File: config.mk
export PLATFORM = sky130hd
export DESIGN_NAME = sha256_stream_hash_core_flat
export DESIGN_NICKNAME = d
export VERILOG_FILES = /design/src/hw/rtl/sha_pkg.sv /design/src/hw/rtl/sha_in_if.sv /design/src/hw/rtl/sha_out_if.sv /design/src/hw/rtl/sha_buf_ram.sv /design/src/hw/rtl/sha_round.sv /design/src/hw/rtl/sha256_stream_hash_core.sv /design/src/flat_wrapper.sv
export SDC_FILE = /design/constraint.sdc
export NUM_CORES = 2
export LEC_CHECK = 0
export ABC_AREA = 0
export BUFFER_PORTS_ARGS = -buffer_cell sky130_fd_sc_hd__buf_4
export CORE_MARGIN = 3
export CORE_UTILIZATION = 50
export DETAILED_ROUTE_END_ITERATION = 8
export PLACE_DENSITY = 0.67
export SLEW_MARGIN = 20
export SYNTH_ARGS = -nofsm -noshare
export SYNTH_HDL_FRONTEND = slang
export SYNTH_SLANG_ARGS = --single-unit
File: constraint.sdc
create_clock -name clk -period 25.3 [get_ports clk]
set_clock_uncertainty 0.05 [all_clocks]
set_input_delay 3.795 -clock clk [delete_from_list [all_inputs] [get_ports clk]]
set_output_delay 3.795 -clock clk [all_outputs]
set_load 0.01 [all_outputs]
File: src/hw/rtl/sha_pkg.sv
package sha_pkg;

	typedef logic [31:0] word_t;
	typedef word_t [7:0] vars_t;
	typedef word_t [15:0] sched_t;

	localparam word_t PAD_WORD = 32'h8000_0000;
	localparam logic [2:0] FULL_BYTES = 3'd4;

	localparam vars_t INIT_HASH = {
		32'h5be0cd19, 32'h1f83d9ab, 32'h9b05688c, 32'h510e527f,
		32'ha54ff53a, 32'h3c6ef372, 32'hbb67ae85, 32'h6a09e667
	};

	localparam word_t ROUND_K [64] = '{
		32'h428a2f98, 32'h71374491, 32'hb5c0fbcf, 32'he9b5dba5,
		32'h3956c25b, 32'h59f111f1, 32'h923f82a4, 32'hab1c5ed5,
		32'hd807aa98, 32'h12835b01, 32'h243185be, 32'h550c7dc3,
		32'h72be5d74, 32'h80deb1fe, 32'h9bdc06a7, 32'hc19bf174,
		32'he49b69c1, 32'hefbe4786, 32'h0fc19dc6, 32'h240ca1cc,
		32'h2de92c6f, 32'h4a7484aa, 32'h5cb0a9dc, 32'h76f988da,
		32'h983e5152, 32'ha831c66d, 32'hb00327c8, 32'hbf597fc7,
		32'hc6e00bf3, 32'hd5a79147, 32'h06ca6351, 32'h14292967,
		32'h27b70a85, 32'h2e1b2138, 32'h4d2c6dfc, 32'h53380d13,
		32'h650a7354, 32'h766a0abb, 32'h81c2c92e, 32'h92722c85,
		32'ha2bfe8a1, 32'ha81a664b, 32'hc24b8b70, 32'hc76c51a3,
		32'hd192e819, 32'hd6990624, 32'hf40e3585, 32'h106aa070,
		32'h19a4c116, 32'h1e376c08, 32'h2748774c, 32'h34b0bcb5,
		32'h391c0cb3, 32'h4ed8aa4a, 32'h5b9cca4f, 32'h682e6ff3,
		32'h748f82ee, 32'h78a5636f, 32'h84c87814, 32'h8cc70208,
		32'h90befffa, 32'ha4506ceb, 32'hbef9a3f7, 32'hc67178f2
	};

	function automatic word_t big_sig0(input word_t x);
		return {x[1:0], x[31:2]} ^ {x[12:0], x[31:13]} ^ {x[21:0], x[31:22]};
	endfunction

	function automatic word_t big_sig1(input word_t x);
		return {x[5:0], x[31:6]} ^ {x[10:0], x[31:11]} ^ {x[24:0], x[31:25]};
	endfunction

	function automatic word_t sml_sig0(input word_t x);
		return {x[6:0], x[31:7]} ^ {x[17:0], x[31:18]} ^ {3'b000, x[31:3]};
	endfunction

	function automatic word_t sml_sig1(input word_t x);
		return {x[16:0], x[31:17]} ^ {x[18:0], x[31:19]} ^ {10'b0, x[31:10]};
	endfunction

endpackage

File: src/hw/rtl/sha_in_if.sv
interface sha_in_if;
	logic                valid;
	logic                ready;
	logic [31:0]         data_word;
	logic [2:0]          valid_bytes;
	logic                last_item;

	modport source (output valid, data_word, valid_bytes, last_item, input ready);
	modport sink (input valid, data_word, valid_bytes, last_item, output ready);
endinterface

File: src/hw/rtl/sha_out_if.sv
interface sha_out_if;
	logic                valid;
	logic                ready;
	logic [31:0]         digest_word;
	logic [2:0]          word_index;
	logic                last_word;

	modport source (output valid, digest_word, word_index, last_word, input ready);
	modport sink (input valid, digest_word, word_index, last_word, output ready);
endinterface

File: src/hw/rtl/sha_buf_ram.sv
// 16 x 32 block buffer, one write and one registered read port
module sha_buf_ram (
	input  logic           clk,
	input  logic           wr_en,
	input  logic [3:0]     wr_addr,
	input  sha_pkg::word_t wr_data,
	input  logic [3:0]     rd_addr,
	output sha_pkg::word_t rd_data
);
	sha_pkg::word_t mem [16];

	always_ff @(posedge clk) begin
		if (wr_en) begin
			mem[wr_addr] <= wr_data;
		end
	end

	always_ff @(posedge clk) begin
		rd_data <= mem[rd_addr];
	end
endmodule

File: src/hw/rtl/sha_round.sv
// one compression round plus message schedule expansion
module sha_round (
	input  sha_pkg::vars_t  vars,
	input  sha_pkg::sched_t line,
	input  sha_pkg::word_t  ram_word,
	input  logic            from_ram,
	input  logic [5:0]      rnd,
	output sha_pkg::word_t  w_cur,
	output sha_pkg::vars_t  vars_nxt
);
	sha_pkg::word_t t1, t2, ch, maj, w_exp;

	always_comb begin
		w_exp = sha_pkg::sml_sig1(line[14]) + line[9] + sha_pkg::sml_sig0(line[1]) + line[0];
		w_cur = from_ram ? ram_word : w_exp;
		ch    = (vars[4] & vars[5]) ^ (~vars[4] & vars[6]);
		maj   = (vars[0] & vars[1]) ^ (vars[0] & vars[2]) ^ (vars[1] & vars[2]);
		t1    = vars[7] + sha_pkg::big_sig1(vars[4]) + ch + sha_pkg::ROUND_K[rnd] + w_cur;
		t2    = sha_pkg::big_sig0(vars[0]) + maj;
		vars_nxt[7] = vars[6];
		vars_nxt[6] = vars[5];
		vars_nxt[5] = vars[4];
		vars_nxt[4] = vars[3] + t1;
		vars_nxt[3] = vars[2];
		vars_nxt[2] = vars[1];
		vars_nxt[1] = vars[0];
		vars_nxt[0] = t1 + t2;
	end
endmodule

File: src/hw/rtl/sha256_stream_hash_core.sv
// A message word goes to the buffer when taken; every 16th word adds a compression.
// After the final request, padding writes up to 16 words, then one or two compressions,
// then the eight digest words leave one per cycle as the sink takes them.
// Input is held off while a 64-byte block is compressed by the single round unit.
// Reset: arst_n clears control, loads the initial hash and zeroes the byte count.
module sha256_stream_hash_core (
	input logic         clk,
	input logic         arst_n,
	sha_in_if.sink      in_ch,
	sha_out_if.source   out_ch
);
	typedef enum logic [5:0] {
		ST_IDLE  = 6'b000001,  // taking message words
		ST_PAD   = 6'b000010,  // writing pad, zero and length words
		ST_RD0   = 6'b000100,  // prime buffer read of word 0
		ST_ROUND = 6'b001000,  // 64 rounds
		ST_FIN   = 6'b010000,  // fold working vars into chain
		ST_OUT   = 6'b100000   // digest out
	} state_t;

	state_t          state_q;
	logic [3:0]      cnt_q;      // words held in the buffer
	logic [5:0]      rnd_q;
	logic [2:0]      idx_q;
	logic [60:0]     bytes_q;
	logic            pad_q, need80_q, lenhi_q, final_q;
	sha_pkg::vars_t  chain_q, vars_q, vars_nxt;
	sha_pkg::sched_t line_q;
	sha_pkg::word_t  w_cur, rd_data, wr_data, first_word;
	logic            wr_en, in_acc;
	logic [3:0]      rd_addr;
	logic [2:0]      nb;

	assign in_ch.ready        = (state_q == ST_IDLE);
	assign in_acc             = in_ch.valid & in_ch.ready;
	assign out_ch.valid       = (state_q == ST_OUT);
	assign out_ch.digest_word = chain_q[idx_q];
	assign out_ch.word_index  = idx_q;
	assign out_ch.last_word   = (idx_q == 3'd7);

	// valid byte count saturates at four on the final word
	assign nb = (in_ch.valid_bytes > sha_pkg::FULL_BYTES) ? sha_pkg::FULL_BYTES
	                                                        : in_ch.valid_bytes;

	always_comb begin
		unique case (nb)
			3'd0:    first_word = sha_pkg::PAD_WORD;
			3'd1:    first_word = {in_ch.data_word[31:24], 24'h80_0000};
			3'd2:    first_word = {in_ch.data_word[31:16], 16'h8000};
			3'd3:    first_word = {in_ch.data_word[31:8], 8'h80};
			default: first_word = in_ch.data_word;
		endcase
	end

	// buffer write source: incoming word or padding sequence
	always_comb begin
		wr_en   = 1'b0;
		wr_data = in_ch.data_word;
		if (state_q == ST_IDLE) begin
			wr_en   = in_acc;
			wr_data = in_ch.last_item ? first_word : in_ch.data_word;
		end else if (state_q == ST_PAD) begin
			wr_en = 1'b1;
			priority if (need80_q) begin
				wr_data = sha_pkg::PAD_WORD;
			end else if (cnt_q == 4'd14) begin
				wr_data = bytes_q[60:29];
			end else if (cnt_q == 4'd15 && lenhi_q) begin
				wr_data = {bytes_q[28:0], 3'b000};
			end else begin
				wr_data = '0;
			end
		end
	end

	// read one word ahead of the round that consumes it
	assign rd_addr = (state_q == ST_RD0) ? 4'd0 : 4'(rnd_q + 6'd1);

	sha_buf_ram u_ram (
		.clk     (clk),
		.wr_en   (wr_en),
		.wr_addr (cnt_q),
		.wr_data (wr_data),
		.rd_addr (rd_addr),
		.rd_data (rd_data)
	);

	sha_round u_round (
		.vars     (vars_q),
		.line     (line_q),
		.ram_word (rd_data),
		.from_ram (rnd_q < 6'd16),
		.rnd      (rnd_q),
		.w_cur    (w_cur),
		.vars_nxt (vars_nxt)
	);

	// working vars and schedule line need no reset
	always_ff @(posedge clk) begin
		if (state_q == ST_RD0) begin
			vars_q <= chain_q;
		end else if (state_q == ST_ROUND) begin
			vars_q <= vars_nxt;
			for (int i = 0; i < 15; i++) begin
				line_q[i] <= line_q[i + 1];
			end
			line_q[15] <= w_cur;
		end
	end

	always_ff @(posedge clk or negedge arst_n) begin
		if (!arst_n) begin
			state_q  <= ST_IDLE;
			cnt_q    <= '0;
			rnd_q    <= '0;
			idx_q    <= '0;
			bytes_q  <= '0;
			pad_q    <= 1'b0;
			need80_q <= 1'b0;
			lenhi_q  <= 1'b0;
			final_q  <= 1'b0;
			chain_q  <= sha_pkg::INIT_HASH;
		end else begin
			if (wr_en) begin
				cnt_q <= cnt_q + 4'd1;
			end
			unique case (state_q)
				ST_IDLE: begin
					if (in_acc) begin
						if (in_ch.last_item) begin
							bytes_q  <= bytes_q + 61'(nb);
							pad_q    <= 1'b1;
							need80_q <= (nb == sha_pkg::FULL_BYTES);
							lenhi_q  <= 1'b0;
						end else begin
							bytes_q <= bytes_q + 61'd4;
						end
						if (cnt_q == 4'd15) begin
							state_q <= ST_RD0;
						end else if (in_ch.last_item) begin
							state_q <= ST_PAD;
						end
					end
				end
				ST_PAD: begin
					priority if (need80_q) begin
						need80_q <= 1'b0;
					end else if (cnt_q == 4'd14) begin
						lenhi_q <= 1'b1;
					end else if (cnt_q == 4'd15 && lenhi_q) begin
						final_q <= 1'b1;
					end
					if (cnt_q == 4'd15) begin
						state_q <= ST_RD0;
					end
				end
				ST_RD0: begin
					rnd_q   <= '0;
					state_q <= ST_ROUND;
				end
				ST_ROUND: begin
					rnd_q <= rnd_q + 6'd1;
					if (rnd_q == 6'd63) begin
						state_q <= ST_FIN;
					end
				end
				ST_FIN: begin
					for (int i = 0; i < 8; i++) begin
						chain_q[i] <= chain_q[i] + vars_q[i];
					end
					priority if (final_q) begin
						state_q <= ST_OUT;
					end else if (pad_q) begin
						state_q <= ST_PAD;
					end else begin
						state_q <= ST_IDLE;
					end
				end
				ST_OUT: begin
					if (out_ch.ready) begin
						idx_q <= idx_q + 3'd1;
						if (idx_q == 3'd7) begin
							chain_q <= sha_pkg::INIT_HASH;
							bytes_q <= '0;
							pad_q   <= 1'b0;
							final_q <= 1'b0;
							lenhi_q <= 1'b0;
							state_q <= ST_IDLE;
						end
					end
				end
				default: state_q <= ST_IDLE;
			endcase
		end
	end

	// no new request is taken while the digest drains
	a_no_overlap: assert property (@(posedge clk) disable iff (!arst_n)
		!(in_ch.ready && out_ch.valid))
		else $error("input ready during digest output");

	// round counter rests at zero outside the rounds
	a_rnd_idle: assert property (@(posedge clk) disable iff (!arst_n)
		(state_q != ST_ROUND) |-> (rnd_q == 6'd0))
		else $error("round counter not parked");

	// chain value restarts after the last digest word
	a_restart: assert property (@(posedge clk) disable iff (!arst_n)
		(out_ch.valid && out_ch.ready && out_ch.last_word)
		|=> (chain_q == sha_pkg::INIT_HASH && cnt_q == 4'd0))
		else $error("state not restored after digest");
endmodule

File: src/flat_wrapper.sv
// flat-port wrapper written by rule: the top's interface ports become plain ports
module sha256_stream_hash_core_flat 
  (clk, arst_n, in_ch_valid, in_ch_data_word, in_ch_valid_bytes, in_ch_last_item, in_ch_ready, out_ch_valid, out_ch_digest_word, out_ch_word_index, out_ch_last_word, out_ch_ready);
  sha_in_if in_ch_i ();
  sha_out_if out_ch_i ();
  input logic clk;
  input logic arst_n;
  input wire logic [$bits(in_ch_i.valid)-1:0] in_ch_valid;
  input wire logic [$bits(in_ch_i.data_word)-1:0] in_ch_data_word;
  input wire logic [$bits(in_ch_i.valid_bytes)-1:0] in_ch_valid_bytes;
  input wire logic [$bits(in_ch_i.last_item)-1:0] in_ch_last_item;
  output wire logic [$bits(in_ch_i.ready)-1:0] in_ch_ready;
  output wire logic [$bits(out_ch_i.valid)-1:0] out_ch_valid;
  output wire logic [$bits(out_ch_i.digest_word)-1:0] out_ch_digest_word;
  output wire logic [$bits(out_ch_i.word_index)-1:0] out_ch_word_index;
  output wire logic [$bits(out_ch_i.last_word)-1:0] out_ch_last_word;
  input wire logic [$bits(out_ch_i.ready)-1:0] out_ch_ready;
  assign in_ch_i.valid = in_ch_valid;
  assign in_ch_i.data_word = in_ch_data_word;
  assign in_ch_i.valid_bytes = in_ch_valid_bytes;
  assign in_ch_i.last_item = in_ch_last_item;
  assign in_ch_ready = in_ch_i.ready;
  assign out_ch_valid = out_ch_i.valid;
  assign out_ch_digest_word = out_ch_i.digest_word;
  assign out_ch_word_index = out_ch_i.word_index;
  assign out_ch_last_word = out_ch_i.last_word;
  assign out_ch_i.ready = out_ch_ready;
  sha256_stream_hash_core u_core (.clk(clk), .arst_n(arst_n), .in_ch(in_ch_i), .out_ch(out_ch_i));
endmodule
* Yosys cells after proc, flatten, opt, wreduce, memory -nomap -nowiden *
Memories as Yosys holds them, arrays and structs flattened. A register that Yosys moved wholly into a read port is not among the register bits.
Cells that the tools add are included.

word-level totals
  register bits after elaboration = 1108
  bits in writable memories = 512
  memory bits (read-only) = 2048
  input port bits = 40
  output and inout bits = 38
  word-level logic and storage cells = 188
  memories kept = 2

memories
  memory            depth  bits a word  rd ports  clocked after Yosys merged registers in  write ports  RTL line           source
  (no name shown)   64     32           1         0                                        0            sha_round.sv:18    t1 = vars[7] + sha_pkg::big_sig1(vars[4]) + ch + sha_pkg::ROUND_K[rnd] + w_cur;
  u_core.u_ram.mem  16     32           1         1                                        1            sha_buf_ram.sv:10  sha_pkg::word_t mem [16];

cells by class
  add/sub/neg operators = 23
  $lt $le $gt $ge = 4
  equal/unequal tests = 25
  muxes and demuxes = 56
  bitwise gates (word level) = 20
  reductions and logical operators = 17

operators by type and width
  operator                                                          count
  256-bit 2-to-1 mux                                                4
  32-bit adder                                                      18
  256-bit case mux with 2 select lines                              1
  32-bit 2-to-1 mux                                                 10
  32-bit XOR                                                        9
  61-bit 2-to-1 mux                                                 4
  32-bit AND                                                        5
  32-bit case mux with 4 select lines                               1
  61-bit case mux with 2 select lines                               1
  32-bit binary-select mux with 3-bit select                        1
  61-bit by 3-bit adder with 61-bit output                          1
  61-bit by 3-bit adder with 61-bit output (second input constant)  1
  6-bit 2-to-1 mux                                                  8
  6-bit case mux with 6 select lines                                1
  32-bit inverter                                                   1
  32-bit by 22-bit XOR with 32-bit output                           1
  32-bit by 29-bit XOR with 32-bit output                           1
  1-bit 2-to-1 mux                                                  17
  2-bit != test (second input constant)                             8
  6-bit equality test (second input constant)                       2
  6-bit case mux with 2 select lines                                1
  6-bit AND reduction                                               2
  2-bit nonzero test                                                5
  4-bit equality test (second input constant)                       2
  33 further kinds                                                  40

* Depth between registers and ports, before layout *
  word-level depth = 10
  mapped depth = 45
  depth with buffers taken out = 45

* Hierarchy *
Synthesis repeated with hierarchy kept, for this count alone.

unflattened totals
  cells, all modules = 8041
  area, all modules = 92745.2 sq um

by module, submodules not included
  module                   instances  cells an instance  area each (sq um)  seq. area each (sq um)
  sha256_stream_hash_core  1          4923               55036.5            31741.7
  sha_buf_ram              1          838                19854.0            16015.4
  sha_round                1          2280               17854.6            0.0

* Worst setup path after synthesis *
Ideal clock, no wire load.

  path type = register to register
  start = register u_core.state_q[1]
  end = register u_core.rnd_q[1]
  setup time = 0.348 ns
  data arrival time = 18.140 ns
  required time = 24.902 ns
  slack = 6.762 ns
  cell stages (with the launch flop) = 7
  path buffers = 0
  period minus slack after synthesis = 18.538 ns
  cell sequence = dfrtp_1 nor4_1 nand3b_1 inv_1 nor2_1 inv_1 o21ai_0

on the way
  longest elaborated chain between the ends = 2
  elaborated cells on any way between the ends = 4
  classes of those cells = eq/ne: 2; mux: 1; reduce/logical: 1

ends and longest elaborated chain
  item                                                                                                              RTL line                        source
  start: declaration                                                                                                sha256_stream_hash_core.sv:21   state_t state_q;
  start signal: assignment                                                                                          sha256_stream_hash_core.sv:113  state_q <= ST_IDLE;
  start signal: assignment                                                                                          sha256_stream_hash_core.sv:139  state_q <= ST_RD0;
  start signal: assignment                                                                                          sha256_stream_hash_core.sv:141  state_q <= ST_PAD;
  6-bit by 4-bit equality test with 1-bit output or 6-bit by 3-bit equality test with 1-bit output (tied branches)  sha256_stream_hash_core.sv:127  unique case (state_q)
  6-bit case mux with 2 select lines or 2-bit nonzero test (tied branches)                                          --
  end signal: assignment                                                                                            sha256_stream_hash_core.sv:162  rnd_q <= rnd_q + 6'd1;
  end: declaration                                                                                                  sha256_stream_hash_core.sv:23   logic [5:0] rnd_q;

Parallel ways exist; a longest one is shown, timed or not.
A chain may end at the register's enable or synchronous reset.

* Worst setup path in the final report *
  start = register u_core.line_q[467] (netlist name)
  end = register u_core.vars_q[25] (netlist name), data pin

on the way
  longest elaborated chain between the ends = 10

ends and longest elaborated chain
  item                                     RTL line                        source
  start: declaration                       sha256_stream_hash_core.sv:28   sha_pkg::sched_t line_q;
  start signal: indexed assignment         sha256_stream_hash_core.sv:105  line_q[i] <= line_q[i + 1];
  32-bit XOR                               sha_pkg.sv:47                   return {x[16:0], x[31:17]} ^ {x[18:0], x[31:19]} ^ {10'b0, x[31:10]};
  32-bit by 22-bit XOR with 32-bit output  sha_pkg.sv:47
  32-bit adder (3 in a row)                sha_round.sv:14                 w_exp = sha_pkg::sml_sig1(line[14]) + line[9] + sha_pkg::sml_sig0(line[1]) + line[0];
  32-bit 2-to-1 mux                        sha_round.sv:15                 w_cur = from_ram ? ram_word : w_exp;
  named net u_core.u_round.w_cur[8]        sha_round.sv:8                  output sha_pkg::word_t w_cur,
  32-bit adder                             sha_round.sv:18
  32-bit adder                             sha_round.sv:27                 vars_nxt[0] = t1 + t2;
  256-bit 2-to-1 mux                       sha256_stream_hash_core.sv:102  end else if (state_q == ST_ROUND) begin
  256-bit 2-to-1 mux                       sha256_stream_hash_core.sv:100  if (state_q == ST_RD0) begin
  end signal: assignment                   sha256_stream_hash_core.sv:101  vars_q <= chain_q;
  end signal: assignment                   sha256_stream_hash_core.sv:103  vars_q <= vars_nxt;
  end: declaration                         sha256_stream_hash_core.sv:27   sha_pkg::vars_t chain_q, vars_q, vars_nxt;

The timed path passes the listed nets, and every way through them passes these cells. The select of a mux whose other input is x is not followed.

==> results_tabular.tex <==
\begin{tabular}{lr}
\hline
Metric & Value \\
\hline
\multicolumn{2}{l}{\textbf{Logic synthesis}} \\
Async SR Flop Fraction & 0.206 \\
Complex-gate fraction of the synthesized area & 0.127 \\
Sequential fraction of the synthesis area & 0.528 \\
Parity-gate share of the synthesized area counting xor and xnor cells & 0.0613 \\
Cell types occupying the most area after synthesis & edfxtp\_1 43\%, ha\_1 5.7\%, dfrtp\_1 5.6\% \\
Simple-gate share of the synthesized area & 0.111 \\
Dominant synthesized flop cell & edfxtp\_1 \\
Warnings from Yosys & 0 \\
Net Count, Synth & 8706 \\
Count of state elements after synthesis & approximately 1.7k \\
Leading area contributor after synthesis & edfxtp\_1 \\
Largest family of logic cells by synthesized area & compound AO/OA/AOI/OAI gates \\
Mux share of post-synthesis cell area & 0.0368 \\
Dominant cell by count in the synthesized netlist & edfxtp\_1 \\
Distinct cells, synth & 97 \\
Netlist Area Pre-Place & 0.0904 mm\^{}2 \\
Synth cell count leaders & 1280 x edfxtp\_1, 1206 x nand2\_1, 566 x a21oi\_1, 423 x nor2\_1, 410 x ha\_1 \\
Number of enable-type register cells in the synthesized netlist & 1280 \\
Mean post-synth cell area & between 10 and 15 um\^{}2 \\
Mapped Cells & 8059 \\
Synthesized-area fraction occupied by adder cells & 0.104 \\
Area fraction of the dominant cell type after synthesis & 0.425 \\
\multicolumn{2}{l}{\textbf{STA}} \\
Unrepaired setup endpoints after global routing & false \\
Max-slew headroom & 0.191 \\
Final Cycle Share & 0.450 \\
Number of setup violations in the final report & 0 \\
Hold WS & 336 ps \\
Final WS setup & around 14000 ps \\
Peak Freq & 87.9 MHz \\
Final min period & 11380 ps \\
Measured slew at the worst slew-check pin & approximately 1200 ps \\
Number of pins with negative max-slew slack in the final report & 0 \\
Setup TNS Final & 0 ps \\
Final hold violation count & 0 \\
\multicolumn{2}{l}{\textbf{Setup path}} \\
Highest net fanout along the worst path & 5 \\
Max stage delay cell, worst path & a211oi\_1 \\
Worst Setup Path Type & reg2reg \\
Gate family responsible for the most delay along the worst path & compound AO/OA/AOI/OAI gates \\
Endpoint class of the critical path & register \\
CP Buf/Inv Count & 4 \\
Data arrival time of the critical path & between 10000 and 15000 ps \\
Critical Path Max Stage Delay & 620 ps \\
R2R setup slack & 13920 ps \\
WP data required & 25820 ps \\
Launching element type of the critical path & register \\
\multicolumn{2}{l}{\textbf{Floorplanning}} \\
Top-Level Pins & a little under 80 \\
Row count & around 160 \\
Horizontal extent of the die & 431 um \\
Core Area & 0.179 mm\^{}2 \\
Effective utilization at floorplan & 0.505 \\
Height of the die & 431 um \\
Die area & 0.186 mm\^{}2 \\
\multicolumn{2}{l}{\textbf{Global routing}} \\
Antenna violations before repair & 10 \\
Wire length of the first global-routing pass & 420000 um \\
Largest net degree at the start of global routing & 195 \\
Total routing usage reported by global routing & 0.305 \\
Leftover overflow at the end of global routing & 0 \\
Vias in the first global route & 62.1k \\
\multicolumn{2}{l}{\textbf{Routing}} \\
DRC viols & 0 \\
Starting DRC count in detailed routing & 8291 \\
Wire length on met3 & 28200 um \\
Highest metal layer with signal wires & met5 \\
Routed metal-1 wire length & 124000 um \\
Sum of routed wire length over all layers & 287000 um \\
WL/cell & 27.2 um \\
Wire length on met2 & between 100000 and 150000 um \\
Total number of vias & about 65k \\
Routed vias/inst & around 6.2 \\
1st-pass router iterations & 7 \\
Count of antenna-violating nets left after detailed routing & 0 \\
\multicolumn{2}{l}{\textbf{Clock network}} \\
Post-CTS Resized & 0 \\
Buffers inserted during post-CTS setup optimization & 0 \\
Clock Root Buffer & clkbuf\_16 \\
Clock latency of the later-clocked register in the worst-skew pair & 860 ps \\
Number of clock buffers inserted by TritonCTS & 178 \\
Clock input transition at the sequential cells of the worst setup and hold paths & around 60 ps \\
H-tree levels & 4 \\
CTS max path bufs & 3 \\
Post-cts hold buffer count & 0 \\
CTS sink count & roughly 1.7k \\
CTS tree & done \\
\multicolumn{2}{l}{\textbf{Job}} \\
Max\_cap viols & 0 \\
\multicolumn{2}{l}{\textbf{Finish}} \\
Area growth syn-to-layout & 10.2\% \\
Post-layout util & 0.556 \\
Footprint of the flip-flops and latches & 0.0478 mm\^{}2 \\
Area used by multi-input combinational logic & $\sim$0.04 mm\^{}2 \\
Nets & 8685 \\
Total of fill cells in the finished design & 14.9k \\
Proportion of layout cells with a drive suffix above 1 & 0.106 \\
\multicolumn{2}{l}{\textbf{Worst hold path}} \\
Tightest Hold Check Type & reg2reg \\
\multicolumn{2}{l}{\textbf{Place}} \\
Count of port buffers added during placement & 77 \\
Post-DP HPWL & 201000 um \\
Final RePlAce weighted congestion & a little under 1 \\
Placement Setup Slack & 14040 ps \\
\multicolumn{2}{l}{\textbf{Status}} \\
Run status & completed \\
\hline
\end{tabular}
==> flip-flops by register name, summed over array words and instances, names as in the netlist, 4 cells and up <==
register,cells
u_core.line_q,512
u_core.u_ram.mem,512
u_core.chain_q,256
u_core.vars_q,256
u_core.bytes_q,61
u_core.u_ram.rd_data,32
u_core.rnd_q,6
u_core.state_q,6
u_core.cnt_q,4
==> final cells by class <==
type,count,share of cell area
sequential,1652,0.480
multi-input combinational,5641,0.401
clock buffer,230,0.0479
tap,2355,0.0296
timing repair buffer,197,0.0156
inverter,368,0.0140
clock inverter,107,0.0126
antenna,6,0.000151
==> cell families (layout without fill, tap and decap cells) <==
logic type | count (synthesis) | after routing
and+or+nand+nor | 2301 | 2301
adders and majority gates | 636 | 636
xor gates and xnor gates | 633 | 633
DFF | 1652 | 1652
other | 0 | 6
AOI/OAI and AO/OA | 1844 | 1844
muxes | 227 | 227
buffers and inverters | 766 | 902
==> worst paths after layout <==
kind	startpoint	endpoint	cells after the start
worst min register to register	u_core.line_q[222]	u_core.line_q[190]	0
max in group asynchronous	arst_n	u_core.bytes_q[55]	3
worst min-delay path	u_core.line_q[222]	u_core.line_q[190]	0
worst max-delay path	u_core.line_q[467]	u_core.vars_q[25]	42
worst max register to register	u_core.line_q[467]	u_core.vars_q[25]	42
min in group asynchronous	arst_n	u_core.chain_q[221]	1
==> worst register-to-register path: cells and delay by family (launching register included) <==
family	cells	cell delay, ps
xor gates and xnor gates	5	1110
DFF	1	480
AOI/OAI and AO/OA	21	4820
adders and majority gates	9	4090
and+or+nand+nor	3	270
buffers and inverters	4	220
==> cell usage in the layout (no fill, tap or decap), types with 74 or more instances in the layout <==
| cell type | Yosys | routed |
|---|---|---|
| a21o_1 | 172 | 172 |
| a21oi_1 | 566 | 566 |
| and3_1 | 78 | 74 |
| buf_4 | 0 | 191 |
| clkbuf_16 | 0 | 179 |
| dfrtp_1 | 203 | 196 |
| dfstp_2 | 137 | 137 |
| edfxtp_1 | 1280 | 1280 |
| fa_1 | 197 | 197 |
| ha_1 | 410 | 408 |
| inv_1 | 363 | 360 |
| mux2_2 | 101 | 101 |
| mux4_2 | 74 | 74 |
| nand2_1 | 1206 | 1203 |
| nand3_1 | 202 | 201 |
| nor2_1 | 423 | 417 |
| nor3_1 | 124 | 124 |
| o21ai_0 | 372 | 369 |
| o21ai_1 | 146 | 147 |
| xnor2_1 | 404 | 404 |
| xor2_1 | 229 | 229 |
==> per-layer routing <==
layer | vias to the layer above | track usage
li1 | 29000 | -
met2 | 3215 | 0.448
met5 | - | 0
met3 | 527 | 0.0614
met4 | 6 | 0.105
met1 | 32700 | 0.452
==> metrics by stage <==
stage	area, um^2	std cells
floorplan	90400	8059
global placement	93500	10200
detailed placement	93500	10200
finish	99600	10600
global route	99600	10600
CTS	99600	10600
Power is not shown: default switching activity piles up to over one toggle a cycle in this logic, so the estimate is an artifact.
